<file path="src/sv/mhfd_pkg.sv">
// shared types and constants for the magic header frame deframer
// no dependencies; imported by mhfd_parser, the top level and the testbench
package mhfd_pkg;

  localparam int unsigned HEADER_BYTES = 16;
  localparam int unsigned HDR_BITS     = 8 * HEADER_BYTES;
  localparam int unsigned CNT_W        = $clog2(HEADER_BYTES);

  localparam logic [31:0]      MAGIC_RESET = 32'h5450_3033;
  localparam logic [CNT_W-1:0] CNT_LAST    = CNT_W'(HEADER_BYTES - 1);

  localparam logic [1:0] KIND_HEADER  = 2'd0;
  localparam logic [1:0] KIND_PAYLOAD = 2'd1;
  localparam logic [1:0] KIND_ERROR   = 2'd2;

  typedef enum logic [2:0] {
    PH_HEADER  = 3'b001,
    PH_PAYLOAD = 3'b010,
    PH_DEAD    = 3'b100
  } phase_t;

  typedef struct packed {
    logic [1:0]  kind;
    logic [31:0] seq_number;
    logic [31:0] msg_type;
    logic [31:0] payload_len;
    logic [7:0]  payload_byte;
    logic        last;
  } res_t;

endpackage

</file>
<file path="src/sv/mhfd_parser.sv">
// frame state: header collection, payload countdown, dead after bad magic
// depends on mhfd_pkg; state advances only when the top level steps a word
module mhfd_parser (
  input  logic                clk,
  input  logic                rst_n,
  input  logic                step,
  input  logic [7:0]          rx_byte,
  input  logic [31:0]         magic_word,
  output logic                produce,
  output mhfd_pkg::res_t      res
);
  import mhfd_pkg::*;

  phase_t                 phase_r, phase_nxt;
  logic [CNT_W-1:0]       cnt_r, cnt_nxt;
  logic [31:0]            left_r, left_nxt;
  logic [HDR_BITS-9:0]    hdr_r, hdr_nxt;
  logic [HDR_BITS-1:0]    full_hdr;
  logic                   is_last;

  assign full_hdr = {hdr_r, rx_byte};
  assign is_last  = (left_r <= 32'd1);

  always_comb begin
    phase_nxt = phase_r;
    cnt_nxt   = cnt_r;
    left_nxt  = left_r;
    hdr_nxt   = hdr_r;
    produce   = 1'b0;
    res       = '0;
    unique case (phase_r)
      PH_PAYLOAD: begin
        produce          = 1'b1;
        res.kind         = KIND_PAYLOAD;
        res.payload_byte = rx_byte;
        res.last         = is_last;
        if (is_last) begin
          left_nxt  = '0;
          phase_nxt = PH_HEADER;
          cnt_nxt   = '0;
        end else begin
          left_nxt = left_r - 32'd1;
        end
      end
      PH_HEADER: begin
        hdr_nxt = full_hdr[HDR_BITS-9:0];
        if (cnt_r != CNT_LAST) begin
          cnt_nxt = cnt_r + CNT_W'(1);
        end else begin
          cnt_nxt = '0;
          produce = 1'b1;
          if (full_hdr[127:96] != magic_word) begin
            phase_nxt = PH_DEAD;
            res.kind  = KIND_ERROR;
          end else begin
            res.kind        = KIND_HEADER;
            res.seq_number  = full_hdr[95:64];
            res.msg_type    = full_hdr[63:32];
            res.payload_len = full_hdr[31:0];
            // empty payload closes the frame on the header itself
            if (full_hdr[31:0] == 32'd0) begin
              res.last  = 1'b1;
              phase_nxt = PH_HEADER;
            end else begin
              left_nxt  = full_hdr[31:0];
              phase_nxt = PH_PAYLOAD;
            end
          end
        end
      end
      default: begin
        // dead: swallow everything until reset
      end
    endcase
  end

  always_ff @(posedge clk) begin
    if (!rst_n) begin
      phase_r <= PH_HEADER;
      cnt_r   <= '0;
      left_r  <= '0;
    end else if (step) begin
      phase_r <= phase_nxt;
      cnt_r   <= cnt_nxt;
      left_r  <= left_nxt;
    end
  end

  always_ff @(posedge clk) begin
    if (step) begin
      hdr_r <= hdr_nxt;
    end
  end

endmodule

</file>
<file path="src/sv/magic_header_frame_deframer_top.sv">
// magic header frame deframer: input word register, parser, result register
// a result is registered on out_ when the parser steps the byte held in the input word register
// throughput: one byte per cycle; a byte that gives no result never waits
// on the result register, one that does waits only while a result is stalled
// reset (rst_n low, synchronous) empties both registers, returns the parser
// to header collection and reloads magic_word with "TP03"
module magic_header_frame_deframer_top (
  input  logic        clk,
  input  logic        rst_n,
  input  logic        in_valid,
  output logic        in_stall,
  input  logic [7:0]  in_rx_byte,
  output logic        out_valid,
  input  logic        out_stall,
  output logic [1:0]  out_kind,
  output logic [31:0] out_seq_number,
  output logic [31:0] out_msg_type,
  output logic [31:0] out_payload_len,
  output logic [7:0]  out_payload_byte,
  output logic        out_last,
  input  logic        cfg_valid,
  output logic        cfg_ready,
  input  logic [31:0] cfg_magic_word
);
  import mhfd_pkg::*;

  logic        stg_v_r;
  logic [7:0]  stg_byte_r;
  logic [31:0] magic_r;
  logic        out_v_r;
  res_t        out_r;
  logic        produce;
  res_t        res;
  logic        step;
  logic        out_free;

  mhfd_parser u_parser (
    .clk        (clk),
    .rst_n      (rst_n),
    .step       (step),
    .rx_byte    (stg_byte_r),
    .magic_word (magic_r),
    .produce    (produce),
    .res        (res)
  );

  assign out_free = !out_v_r || !out_stall;
  assign step     = stg_v_r && (out_free || !produce);
  assign in_stall = stg_v_r && !step;
  assign cfg_ready = 1'b1;

  always_ff @(posedge clk) begin
    if (!rst_n) begin
      stg_v_r <= 1'b0;
      out_v_r <= 1'b0;
      magic_r <= MAGIC_RESET;
    end else begin
      if (!in_stall) begin
        stg_v_r <= in_valid;
      end
      if (step && produce) begin
        out_v_r <= 1'b1;
      end else if (!out_stall) begin
        out_v_r <= 1'b0;
      end
      if (cfg_valid && cfg_ready) begin
        magic_r <= cfg_magic_word;
      end
    end
  end

  always_ff @(posedge clk) begin
    if (in_valid && !in_stall) begin
      stg_byte_r <= in_rx_byte;
    end
    if (step && produce) begin
      out_r <= res;
    end
  end

  assign out_valid        = out_v_r;
  assign out_kind         = out_r.kind;
  assign out_seq_number   = out_r.seq_number;
  assign out_msg_type     = out_r.msg_type;
  assign out_payload_len  = out_r.payload_len;
  assign out_payload_byte = out_r.payload_byte;
  assign out_last         = out_r.last;

  // a held result must never be overwritten by a new one
  a_no_overwrite: assert property (@(posedge clk) disable iff (!rst_n)
    out_v_r && out_stall |-> !(step && produce))
    else $error("result register overwritten while stalled");

  // the input side only stalls when the word register is occupied
  a_stall_needs_word: assert property (@(posedge clk) disable iff (!rst_n)
    in_stall |-> stg_v_r && produce && out_v_r)
    else $error("input stalled without a pending result");

  // an error result never closes a frame
  a_error_not_last: assert property (@(posedge clk) disable iff (!rst_n)
    out_v_r && (out_r.kind == KIND_ERROR) |-> !out_r.last)
    else $error("error result marked last");

  a_reset_empty: assert property (@(posedge clk)
    !rst_n |=> !out_v_r && !stg_v_r)
    else $error("registers not emptied by reset");

endmodule

</file>
<file path="config.mk">
export PLATFORM = sky130hd
export DESIGN_NAME = magic_header_frame_deframer_top
export DESIGN_NICKNAME = d
export VERILOG_FILES = /design/src/sv/mhfd_pkg.sv /design/src/sv/mhfd_parser.sv /design/src/sv/magic_header_frame_deframer_top.sv
export SDC_FILE = /design/constraint.sdc
export NUM_CORES = 1
export LEC_CHECK = 0
export ABC_AREA = 1
export BUFFER_PORTS_ARGS = -buffer_cell sky130_fd_sc_hd__buf_2
export CAP_MARGIN = 20
export CORE_AREA = 5 5 158 160
export CTS_CLUSTER_DIAMETER = 50
export DETAILED_ROUTE_END_ITERATION = 7
export DIE_AREA = 0 0 163 165
export PLACE_DENSITY_LB_ADDON = 0.15
export REMOVE_ABC_BUFFERS = 1
export SYNTH_ARGS = -nofsm -noshare
export SYNTH_HDL_FRONTEND = slang
export SYNTH_SLANG_ARGS = --single-unit
</file>
<file path="constraint.sdc">
create_clock -name clk -period 21 [get_ports clk]
set_input_delay 4.2 -clock clk [delete_from_list [all_inputs] [get_ports clk]]
set_output_delay 4.2 -clock clk [all_outputs]
set_load 0.005 [all_outputs]
</file>
Word-level counts from Yosys, hierarchy flattened
Index checks and enable logic that the tools add are counted.
Word-level totals
  register bits: 308
  input port bits: 45
  output and inout bits: 110
  word-level logic and storage cells: 70
Operators by class
  $add $sub $neg: 2
  order comparisons: 1
  equality and inequality tests: 9
  multiplexer cells: 25
  bitwise gates (word level): 1
  reduce and logical (&&, ||, !) cells: 18
Operator list (count)
  $mux 32: 4
  $mux 98: 1
  $mux 96: 1
  $pmux 32 s2: 1
  $le 32x1->1 const B: 1
  $logic_not 32->1: 1
  $ne 32x32->1: 1
  $sub 32x1->32 const B: 1
  $mux 3: 3
  $mux 4: 2
  $pmux 4 s2: 1
  $mux 1: 6
  $ne 2x2->1 const B: 3
  $pmux 3 s2: 1
  $logic_not 1->1: 5
  $reduce_and 5->1: 1
  $add 4x1->4 const B: 1
  $logic_and 1x1->1: 4
  $mux 2: 2
  $ne 2x1->1 const B: 2
  $ne 4x4->1 const B: 1
  $pmux 1 s2: 2
  $pmux 2 s2: 1
  $reduce_and 4->1: 1
  8 further kinds: 9

Depth between registers and ports, before layout
Gate-level depths: netlist of run 1.
  word-level depth: 10
  mapped depth: 14
  gate-level depth less buffers: 13

Hierarchy
Synthesis of run 1 repeated with hierarchy kept, for this count alone.
Unflattened totals
  cells, all modules: 1236
  area, all modules: 12695.9 sq um
By module, submodules not included
  mhfd_parser: instances 1, cells an instance 962, area each 8031.5 sq um
  magic_header_frame_deframer_top: instances 1, cells an instance 274, area each 4664.5 sq um

Least setup slack after synthesis of run 1
No wires, ideal clock.
  kind: in2reg
  from: input port out_stall
  to: register u_parser.hdr_r[0], enable pin
  setup time: 0.601 ns
  data arrival time: 9.497 ns
  required time: 20.399 ns
  setup slack: 10.901 ns
  stages: 5
  path buffers: 0
  cells stage by stage: nand2_1 inv_1 nand2_1 nand2_1 nor2_1
Between the ends
  longest elaborated chain between the ends: 5
RTL lines
  start, declared: line magic_header_frame_deframer_top.sv:14  | input logic out_stall,
  $logic_not 1->1
  $logic_or 1x1->1: line magic_header_frame_deframer_top.sv:47  | assign out_free = !out_v_r || !out_stall;
  $logic_or 1x1->1: line magic_header_frame_deframer_top.sv:48  | assign step = stg_v_r && (out_free || !produce);
  $logic_and 1x1->1: line magic_header_frame_deframer_top.sv:48
  $reduce_and 2->1 (no source line)
  end signal, assigned: line mhfd_parser.sv:91  | hdr_r <= hdr_nxt;
  end, declared: line mhfd_parser.sv:17  | logic [HDR_BITS-9:0] hdr_r, hdr_nxt;
No other way between the ends.
A chain may end at the register's enable or synchronous reset.

Worst setup path in the final report of run 1
  from: input port out_stall
  to: output port in_stall
Between the ends
  longest elaborated chain between the ends: 6
RTL lines
  $logic_not 1->1
  $logic_or 1x1->1: line magic_header_frame_deframer_top.sv:47
  $logic_or 1x1->1: line magic_header_frame_deframer_top.sv:48
  $logic_and 1x1->1: line magic_header_frame_deframer_top.sv:48
  $logic_not 1->1: line magic_header_frame_deframer_top.sv:49  | assign in_stall = stg_v_r && !step;
  $logic_and 1x1->1: line magic_header_frame_deframer_top.sv:49
  end, declared: line magic_header_frame_deframer_top.sv:11  | output logic in_stall,
No other way between the ends.

==> summary.txt, run 1 <==
Synth
  – Largest area contributor in the netlist: sky130_fd_sc_hd__edfxtp_1
  – Cell types occupying the most area after synthesis: sky130_fd_sc_hd__edfxtp_1 56%, sky130_fd_sc_hd__dfxtp_1 12%, sky130_fd_sc_hd__nor2_1 7.6%
  – Area share of the largest cell type after synthesis: 0.561
  – Gate count after technology mapping: 1,233
  – Share of the yosys chip area belonging to registers: 0.677
  – Most used standard cell by instance count after synthesis: sky130_fd_sc_hd__nor2_1
  – Number of synthesized flops with an enable pin: 235
  – Total number of yosys warnings: 0
  – Main flop type after synthesis: sky130_fd_sc_hd__edfxtp_1
  – Mean Syn Cell Area: 10.2 sq um
  – Post-Synthesis Cell Area: 12,600 sq um
  – Register bit count reported by yosys: 308
  – Leading cell types by count after synthesis: 254 x sky130_fd_sc_hd__nor2_1, 235 x sky130_fd_sc_hd__edfxtp_1, 229 x sky130_fd_sc_hd__nand2_1
  – Share of flip-flops with an asynchronous set or reset: 0
  – Count of different cell masters after synthesis: 34

Power and ir drop
  – Sequential Power Share: 0.512
  – Overall Power: 1.32 mW
  – Static power due to leakage: approximately 7 nW
  – Combinational power share: 0.028
  – Net switching fraction of the power: 0.200
  – Psw: 0.264 mW
  – Clock network fraction of design power: 0.460
  – Max IR drop VDD: 61.4 uV
  – Cell Int Power: 1.06 mW
  – Power density over the cells: 89.7 nW/um^2

Route
  – Detailed-route wire length per cell: 15.1 um
  – Remaining number of nets flagged by the antenna check after routing: 0
  – Number of vias in the routed layout: 8,503
  – First-pass iteration count of the detailed router: 7
  – DRC violation total after the first TritonRoute iteration: 634
  – Final routed DRC violation total: 0
  – Total Wirelength: 26.2 mm
  – Routed via count divided by cell count: 4.91

Cells and area
  – Area of combinational cells with multiple inputs: 3130 sq um
  – Total number of nets in the final design: 1,437
  – Register cell area after layout: 8520 sq um
  – Layout overhead on the synthesized area: 17.3%
  – Number of antenna repair diodes: 0
  – Share of cells above drive strength 1: 0.171
  – Layout filler cell count: 1,924

Timing
  – Final hold viol count: 0
  – Final Max Slew Viols: 0
  – Unrepaired setup endpoints after global routing: no
  – Sum Neg Setup Slack: 0 ns
  – Max transition margin: 0.335
  – Transition at the pin with the smallest max-transition slack: approximately 1.0 ns
  – Share of the cycle needed by the critical path after routing: 0.426
  – F_max: 0.112 GHz
  – Final worst path period need: 8.94 ns
  – Final setup violation count: 0
  – Final Skew: 0.0123 ns
  – Final Worst Setup Slack: 12.06 ns

Floorplan
  – Overall die area: 26,900 sq um
  – Std-Cell Core Area: around 23,000 sq um
  – Number of ports placed on the die boundary: between 150 and 200
  – Site Rows: 56
  – Floorplan die width: 163 um
  – Die span in y: between 150 and 200 um
  – Effective utilization at floorplan: 0.541

Clock network
  – Hold-fix buffers at CTS: 0
  – Cell at the root of the clock tree: sky130_fd_sc_hd__clkbuf_16
  – Maximum level of the CTS H-tree: 2
  – Post-CTS Repair Setup Buffers: 0
  – Clock tree from TritonCTS: yes
  – Clock tree sinks: about 300
  – Clk_lat worst skew: 0.50 ns
  – Clock Tree Buf Depth: 3
  – Reg clk slew, reported paths: 0.06 ns
  – Number of buffers added by the clock tree synthesis step: 35
  – Post-CTS sizing: 0

Critical path
  – Data required time at the worst endpoint: around 17 ns
  – Largest fanout on the critical path: 3
  – CP Class: input pin to primary output
  – Crit path launch type: input pin
  – Endpoint class of the critical path: primary output
  – Cell Chain, Critical Path: buf_2, nand2_1, inv_1, nand3_1, inv_1, buf_2
  – Biggest cell delay along the critical path: 0.12 ns
  – Data arrival time of the critical path: 4.74 ns
  – Slowest cell on the critical path: sky130_fd_sc_hd__buf_2

Status
  – Status: complete, no violations

Placement
  – Placer Congestion: 0.848
  – Worst Setup Slack post-DPL: 12.06 ns
  – Port Buf Inserts: ~150
  – Half-perimeter wire length of the detailed placement result: 17.2 mm

Global route
  – Met1 track utilization from global routing: 0.246
  – Maximum number of pins on one net before global-route repair: 73
  – Number of antenna violations at the first check in global routing: 0
  – Global-route track usage on met2: 0.350
  – Wire length of the first global-routing pass: 42.0 mm
  – Total track usage: 0.196
  – Global route overflow: 0
  – Vias in the first global route: 8,379
  – Global routing met3 resource utilization: 0.0372
  – Most congested layer reported by global routing: met2

Hold path
  – Worst min-delay path class: flop to flop

Flow run
  – Count of max-cap constraint violations: 0
-- per-stage QoR --
stage                     hold slack, ns  utilization  instances  instance area, sq um
final                              0.439        0.634       1733                 14800
after global routing               0.451        0.634       1733                 14800
after CTS                          0.441        0.634       1733                 14800
after detailed placement           0.433        0.584       1671                 13600
after global placement             0.428        0.584       1671                 13600
after floorplan                    0.426            -       1194                 12400
-- final timing paths --
| check | from | end | slack, ns | cells past startpoint |
|---|---|---|---|---|
| worst min register to register | u_parser.hdr_r[12] | u_parser.hdr_r[20] | 0.44 | 0 |
| worst max-delay path | out_stall | in_stall | 12.06 | 6 |
| worst max register to register | u_parser.phase_r[0] | u_parser.hdr_r[13] | 17.08 | 6 |
| worst min-delay path | u_parser.hdr_r[12] | u_parser.hdr_r[20] | 0.44 | 0 |
-- logic make-up (layout without fill, tap and decap cells) --
logic type / count (synthesis) / after routing / synth area share
simple gates: 562 / 562 / 0.182
buf+inv: 232 / 413 / 0.0745
compound gates: 93 / 93 / 0.0390
flops: 308 / 308 / 0.677
xor+xnor: 34 / 34 / 0.0237
fa+ha+maj: 3 / 3 / 0.00298
other cells: 1 / 1 / 0.000298
-- critical path: cells and delay by family --
family                 cells  cell delay [ns]
buffers and inverters      4             0.34
and+or+nand+nor            2             0.20
-- metal layers --
layer  routed length [um]  vias to the layer above
li1                     -                     4255
met1                10900                     4003
met2                13500                      202
met3                 1300                       43
met4                  566                        0
met5                    0                        -
-- cell type report --
type                    instances  share of cell area
clock inverters                18              0.0140
repair buffers                158              0.0544
well taps                     319              0.0270
clock buffers                  44              0.0659
flip-flops and latches        308               0.577
inverters                     193              0.0493
multi-input cells             693               0.212
-- power groups by stage --
stage | clock, mW | combinational [mW] | sequential [mW]
floorplan | 0 | 0.0230 | 0.689
CTS | 0.624 | 0.0376 | 0.678
global route | 0.656 | 0.0425 | 0.679
global placement | 0 | 0.0365 | 0.690
finish | 0.610 | 0.0369 | 0.677
detailed placement | 0 | 0.0372 | 0.690
-- layout by cell type (no fill, tap or decap), types with 8 or more instances in the layout --
cell,Yosys,final
sky130_fd_sc_hd__clkbuf_16,0,37
sky130_fd_sc_hd__nand2_1,229,229
sky130_fd_sc_hd__inv_2,13,11
sky130_fd_sc_hd__xor2_1,19,19
sky130_fd_sc_hd__edfxtp_1,235,235
sky130_fd_sc_hd__dfxtp_1,73,73
sky130_fd_sc_hd__o21ai_0,39,39
sky130_fd_sc_hd__inv_1,180,180
sky130_fd_sc_hd__xnor2_1,15,15
sky130_fd_sc_hd__buf_2,5,153
sky130_fd_sc_hd__nand3_1,47,47
sky130_fd_sc_hd__o22ai_1,17,17
sky130_fd_sc_hd__nor2_1,254,253
sky130_fd_sc_hd__nor3_1,8,8
sky130_fd_sc_hd__a21oi_1,31,31
-- sequential cells by signal, summed over array words and instances (netlist names) --
signal / count
magic_r: 32
out_kind: 2
out_last: 1
out_msg_type: 32
out_payload_byte: 8
out_payload_len: 32
out_seq_number: 32
out_valid: 1
stg_byte_r: 8
stg_v_r: 1
u_parser.cnt_r: 4
u_parser.hdr_r: 120
u_parser.left_r: 32
u_parser.phase_r: 3
Power figures use the tool's default switching activity.
==> inputs of run 2 (changes only) <==
Clock period 21 ns to 8.7 ns, I/O delays scaled along.
==> summary.txt, run 2 (synthesized netlist as in run 1, its figures left out) <==
Global route
  – Wire length of the first global-routing pass: 41.3 mm (was 42.0 mm)
  – Maximum number of pins on one net before global-route repair: 79 (was 73)
  – Global route overflow: 0 (unchanged)
  – Number of antenna violations at the first check in global routing: 0 (unchanged)
  – Vias in the first global route: 8,331 (was 8,379)
  – Total track usage: 0.194 (was 0.196)

Critical path
  – CP Class: input pin to primary output (unchanged)
  – Register-to-Register Setup Slack: 4.97 ns (was 17.08 ns)
  – Data arrival time of the critical path: 2.28 ns (was 4.74 ns)
  – Endpoint class of the critical path: primary output (unchanged)
  – Data required time at the worst endpoint: 6.96 ns (was 16.80 ns)
  – Largest fanout on the critical path: 3 (unchanged)
  – Crit path launch type: input pin (unchanged)

Timing
  – F_max: about 0.25 GHz
  – Final Skew: 0.0143 ns (was 0.0123 ns)
  – Final Max Slew Viols: 0 (unchanged)
  – Max transition margin: 0.318 (was 0.335)
  – Share of the cycle needed by the critical path after routing: 0.462
  – Final hold viol count: 0 (unchanged)
  – Transition at the pin with the smallest max-transition slack: 1.02 ns (was 0.997 ns)
  – Sum Neg Setup Slack: 0 ns (unchanged)
  – Final worst path period need: 4.02 ns
  – Final setup violation count: 0 (unchanged)
  – Unrepaired setup endpoints after global routing: no (unchanged)

Route
  – Number of vias in the routed layout: 8,541 (was 8,503)
  – DRC violation total after the first TritonRoute iteration: 616 (was 634)
  – Total Wirelength: 26.2 mm (about the same)
  – First-pass iteration count of the detailed router: 5 (was 7)
  – Remaining number of nets flagged by the antenna check after routing: 0 (unchanged)
  – Final routed DRC violation total: 0 (unchanged)
  – Detailed-route wire length per cell: 15.1 um (about the same)
  – Routed via count divided by cell count: 4.93 (was 4.91)

Floorplan
  – Overall die area: 26,900 sq um (unchanged)
  – Floorplan die width: 163 um (unchanged)
  – Site Rows: 56 (unchanged)
  – Effective utilization at floorplan: 0.541 (unchanged)
  – Die span in y: 165 um (unchanged)
  – Std-Cell Core Area: 23,300 sq um (unchanged)
  – Number of ports placed on the die boundary: 155 (unchanged)

Cells and area
  – Commonest non-fill, non-tap cells in the layout: 253 x sky130_fd_sc_hd__nor2_1, 235 x sky130_fd_sc_hd__edfxtp_1, 229 x sky130_fd_sc_hd__nand2_1, 180 x sky130_fd_sc_hd__inv_1, 153 x sky130_fd_sc_hd__buf_2 (unchanged)
  – Register cell area after layout: 8520 sq um (unchanged)
  – Register bank with the most flops: u_parser.hdr_r (unchanged)
  – Number of antenna repair diodes: 0 (unchanged)
  – Area of combinational cells with multiple inputs: 3130 sq um (unchanged)
  – Most frequent standard cell in the layout excluding fill and tap cells: sky130_fd_sc_hd__nor2_1 (unchanged)
  – Share of cells above drive strength 1: 0.170 (was 0.171)
  – Max reg flops: 120 (unchanged)
  – Layout filler cell count: 1,928 (was 1,924)
  – Layout overhead on the synthesized area: 16.7% (was 17.3%)
  – Final core area utilization: 0.631 (was 0.634)
  – Total number of nets in the final design: 1,437 (unchanged)

Clock network
  – Clock Tree Buf Depth: 3 (unchanged)
  – Clk_lat worst skew: 0.50 ns (about the same)
  – Number of buffers added by the clock tree synthesis step: 35 (unchanged)
  – Post-CTS Repair Setup Buffers: 0 (unchanged)
  – Post-CTS sizing: 0 (unchanged)
  – Maximum level of the CTS H-tree: 2 (unchanged)
  – Hold-fix buffers at CTS: 0 (unchanged)
  – Reg clk slew, reported paths: 0.06 ns (about the same)
  – Cell at the root of the clock tree: sky130_fd_sc_hd__clkbuf_16 (unchanged)
  – Clock tree sinks: 308 (unchanged)
  – Clock tree from TritonCTS: yes (unchanged)

Hold path
  – Worst min-delay path class: flop to flop (unchanged)

Flow run
  – Count of max-cap constraint violations: 0 (unchanged)

Power and ir drop
  – Overall Power: 3.11 mW (was 1.32 mW)
  – Power density over the cells: 212 nW/um^2 (was 89.7 nW/um^2)
  – Max IR drop VDD: 114 uV (was 61.4 uV)
  – Static power due to leakage: 7.11 nW (was 7.16 nW)

Placement
  – Placer Congestion: 0.915 (was 0.848)
  – Port Buf Inserts: 153 (unchanged)
  – Half-perimeter wire length of the detailed placement result: 17.2 mm (about the same)

Status
  – Status: complete, no violations (unchanged)
==> run 2: changes by cell type in the layout (fill, tap and decap cells not counted), sizes merged <==
| cell | before | now |
|---|---|---|
| clkinvlp | 0 | 2 |
| bufinv | 4 | 1 |
| inv | 194 | 195 |
| clkinv | 13 | 12 |
| clkbuf | 44 | 45 |
==> run 2: worst paths after layout <==
| path | startpoint | end | cells past startpoint |
|---|---|---|---|
| worst max-delay path | out_stall | in_stall | 6 |
| worst min register to register | u_parser.hdr_r[30] | u_parser.hdr_r[38] | 0 |
| worst max register to register | u_parser.phase_r[0] | u_parser.hdr_r[14] | 6 |
| worst min-delay path | u_parser.hdr_r[30] | u_parser.hdr_r[38] | 0 |
==> run 2: per-stage QoR <==
stage | cell area (sq um) | setup slack [ns] | cells | hold slack, ns
after floorplan | 12400 | 1.06 | 1194 | 0.426
after detailed placement | 13600 | 4.40 | 1671 | 0.432
after CTS | 14700 | 4.69 | 1733 | 0.443
after global placement | 13600 | 4.43 | 1671 | 0.427
final | 14700 | 4.68 | 1733 | 0.441
after global routing | 14700 | 4.59 | 1733 | 0.453
==> run 2: layer usage <==
metal / part of all wire / global-route usage / up-vias
met2: 0.51 / 0.344 / 228
met4: 0.025 / 0.0625 / 0
met5: 0 / 0 / -
li1: - / - / 4259
met3: 0.057 / 0.0347 / 44
met1: 0.41 / 0.242 / 4010
==> run 2: where the power goes <==
group	internal, mW	switching [mW]	total, mW	leakage [nW]
clock network	0.825	0.555	1.38	0.536
registers	1.61	0.0231	1.64	3.05
logic	0.0311	0.0582	0.0893	3.53
==> run 2: final cells by class <==
type	count	area share
Sequential cell	308	0.580
Tap cell	319	0.0272
Multi-Input combinational cell	693	0.213
Inverter	193	0.0496
Clock buffer	45	0.0665
Timing Repair Buffer	158	0.0547
Clock inverter	17	0.00827
==> run 2: critical path: stages <==
cell and delay, ns:
sky130_fd_sc_hd__buf_2 0.10, sky130_fd_sc_hd__nand2_1 0.10, sky130_fd_sc_hd__inv_1 0.06, sky130_fd_sc_hd__nand3_1 0.09, sky130_fd_sc_hd__inv_1 0.05, sky130_fd_sc_hd__buf_2 0.12
==> inputs of run 3 (changes only) <==
Clock period 8.7 ns to 3.8 ns, I/O delays scaled along.
==> summary.txt, run 3 (synthesized netlist as in run 1, its figures left out) <==
Power and ir drop
  – Max IR drop VDD: 266 uV (was 114 uV)
  – Cell Int Power: 5.76 mW (was 2.47 mW)
  – Clock network fraction of design power: 0.448 (was 0.444)
  – Combinational power share: 0.030 (was 0.029)
  – Static power due to leakage: 7.18 nW (was 7.11 nW)
  – Psw: 1.41 mW (was 0.636 mW)
  – Sequential Power Share: 0.522 (was 0.527)
  – Power density over the cells: 484 nW/um^2 (was 212 nW/um^2)
  – Net switching fraction of the power: 0.197 (was 0.205)

Timing
  – Final worst path period need: 2.64 ns
  – Max transition margin: 0.342 (was 0.318)
  – Final Skew: 0.0128 ns (was 0.0143 ns)
  – Worst hold slack after final layout: 0.439 ns (was 0.441 ns)
  – Unrepaired setup endpoints after global routing: no (unchanged)
  – F_max: 0.379 GHz
  – Final Max Slew Viols: 0 (unchanged)
  – Final setup violation count: 0 (unchanged)
  – Transition at the pin with the smallest max-transition slack: 0.988 ns (was 1.02 ns)
  – Final hold viol count: 0 (unchanged)
  – Share of the cycle needed by the critical path after routing: 0.695

Flow run
  – Count of max-cap constraint violations: 0 (unchanged)

Cells and area
  – Area of combinational cells with multiple inputs: 3130 sq um (unchanged)
  – Design Area, Final: 14,800 sq um (was 14,700 sq um)
  – Register cell area after layout: 8520 sq um (unchanged)
  – Layout overhead on the synthesized area: 17.7% (was 16.7%)
  – Number of antenna repair diodes: 0 (unchanged)
  – Share of cells above drive strength 1: 0.174 (was 0.170)
  – Max reg flops: 120 (unchanged)
  – Register bank with the most flops: u_parser.hdr_r (unchanged)
  – Total number of nets in the final design: 1,446 (was 1,437)
  – Most frequent standard cell in the layout excluding fill and tap cells: sky130_fd_sc_hd__nor2_1 (unchanged)
  – Commonest non-fill, non-tap cells in the layout: 253 x sky130_fd_sc_hd__nor2_1, 235 x sky130_fd_sc_hd__edfxtp_1, 229 x sky130_fd_sc_hd__nand2_1, 180 x sky130_fd_sc_hd__inv_1, 153 x sky130_fd_sc_hd__buf_2 (unchanged)
  – Layout filler cell count: 1,903 (was 1,928)

Critical path
  – R2R depth: 12 (was 6)
  – Endpoint class of the critical path: primary output (unchanged)
  – Data required time at the worst endpoint: 3.04 ns (was 6.96 ns)
  – CP Class: flop to primary output (was input pin to primary output)
  – Largest fanout on the critical path: 4 (was 3)
  – Data arrival time of the critical path: 1.88 ns (was 2.28 ns)
  – Crit path launch type: flop (was input pin)

Status
  – Status: complete, no violations (unchanged)

Clock network
  – Clock Tree Buf Depth: 3 (unchanged)
  – Cell at the root of the clock tree: sky130_fd_sc_hd__clkbuf_16 (unchanged)
  – Hold-fix buffers at CTS: 0 (unchanged)
  – Clock tree from TritonCTS: yes (unchanged)
  – Post-CTS sizing: 0 (unchanged)
  – Post-CTS Repair Setup Buffers: 0 (unchanged)
  – Number of buffers added by the clock tree synthesis step: 34 (was 35)
  – Clk_lat worst skew: 0.50 ns (about the same)
  – Clock tree sinks: 308 (unchanged)
  – Maximum level of the CTS H-tree: 2 (unchanged)
  – Reg clk slew, reported paths: 0.06 ns (about the same)

Global route
  – Wire length of the first global-routing pass: 42.2 mm (was 41.3 mm)
  – Total track usage: 0.197 (was 0.194)
  – Number of antenna violations at the first check in global routing: 0 (unchanged)
  – Vias in the first global route: 8,374 (was 8,331)
  – Maximum number of pins on one net before global-route repair: 107 (was 79)
  – Global route overflow: 0 (unchanged)

Placement
  – Half-perimeter wire length of the detailed placement result: 17.8 mm (was 17.2 mm)
  – Placed cell area: 13,700 sq um (was 13,600 sq um)
  – Port Buf Inserts: 153 (unchanged)
  – Placer Congestion: 0.864 (was 0.915)

Floorplan
  – Overall die area: 26,900 sq um (unchanged)
  – Floorplan die width: 163 um (unchanged)
  – Number of ports placed on the die boundary: 155 (unchanged)
  – Std-Cell Core Area: 23,300 sq um (unchanged)
  – Effective utilization at floorplan: 0.541 (unchanged)
  – Die span in y: 165 um (unchanged)
  – Site Rows: 56 (unchanged)

Hold path
  – Worst min-delay path class: input pin to flop (was flop to flop)
  – Count of cells along the worst hold path: 1 (was 0)

Route
  – Routed via count divided by cell count: 4.83 (was 4.93)
  – First-pass iteration count of the detailed router: 5 (unchanged)
  – Number of vias in the routed layout: 8,414 (was 8,541)
  – Final routed DRC violation total: 0 (unchanged)
  – Remaining number of nets flagged by the antenna check after routing: 0 (unchanged)
  – DRC violation total after the first TritonRoute iteration: 616 (unchanged)
  – Total Wirelength: 26.2 mm (about the same)
  – Detailed-route wire length per cell: 15.1 um (about the same)
[run 3: stage by stage]
| stage | cells | TNS (ns) | utilization | power [mW] | setup slack (ns) |
|---|---|---|---|---|---|
| after floorplan | 1194 | -356.00 | - | 3.93 | -2.94 |
| after global placement | 1681 | 0 | 0.589 | 4.02 | 1.40 |
| after detailed placement | 1681 | 0 | 0.589 | 4.03 | 1.28 |
| after CTS | 1741 | 0 | 0.637 | 7.26 | 1.13 |
| after global routing | 1741 | 0 | 0.637 | 7.46 | 1.00 |
| final | 1741 | 0 | 0.637 | 7.17 | 1.16 |
[run 3: worst paths after layout]
kind | slack, ns | end | startpoint
setup / recovery | 1.16 | in_stall | u_parser.cnt_r[0]
hold reg to reg | 0.45 | u_parser.hdr_r[31] | u_parser.hdr_r[23]
setup reg to reg | 1.31 | out_last | u_parser.hdr_r[94]
hold / removal | 0.44 | stg_byte_r[5] | in_rx_byte[5]
[run 3: power groups by stage]
stage          registers, mW  logic (mW)  clock network (mW)
3_3_place_gp            3.81       0.211                   0
4_1_cts                 3.74       0.217                3.30
6_report                3.74       0.213                3.22
2_1_floorplan           3.81       0.127                   0
5_1_grt                 3.75       0.244                3.46
3_5_place_dp            3.81       0.215                   0
[run 3: per-layer routing]
layer | up-vias | GRT usage | wire length, um
met5 | - | 0 | 0
met4 | 0 | 0.0549 | 516
met3 | 38 | 0.0329 | 1340
met2 | 207 | 0.346 | 13100
met1 | 3892 | 0.256 | 11300
li1 | 4277 | - | -
[run 3: final cells by class]
| type | instances | area share |
|---|---|---|
| well taps | 319 | 0.0269 |
| flip-flops and latches | 308 | 0.575 |
| clock buffers | 52 | 0.0690 |
| clock inverters | 8 | 0.00650 |
| multi-input cells | 693 | 0.211 |
| inverters | 193 | 0.0492 |
| repair buffers | 168 | 0.0618 |
[run 3: worst max-delay path, stage by stage, from the launching register on]
cell	delay (ns)
sky130_fd_sc_hd__dfxtp_1	0.38
sky130_fd_sc_hd__ha_1	0.19
sky130_fd_sc_hd__inv_1	0.06
sky130_fd_sc_hd__nor3_2	0.18
sky130_fd_sc_hd__nand2_2	0.13
sky130_fd_sc_hd__nand2_2	0.12
sky130_fd_sc_hd__nand3_1	0.12
sky130_fd_sc_hd__inv_1	0.10
sky130_fd_sc_hd__buf_2	0.12
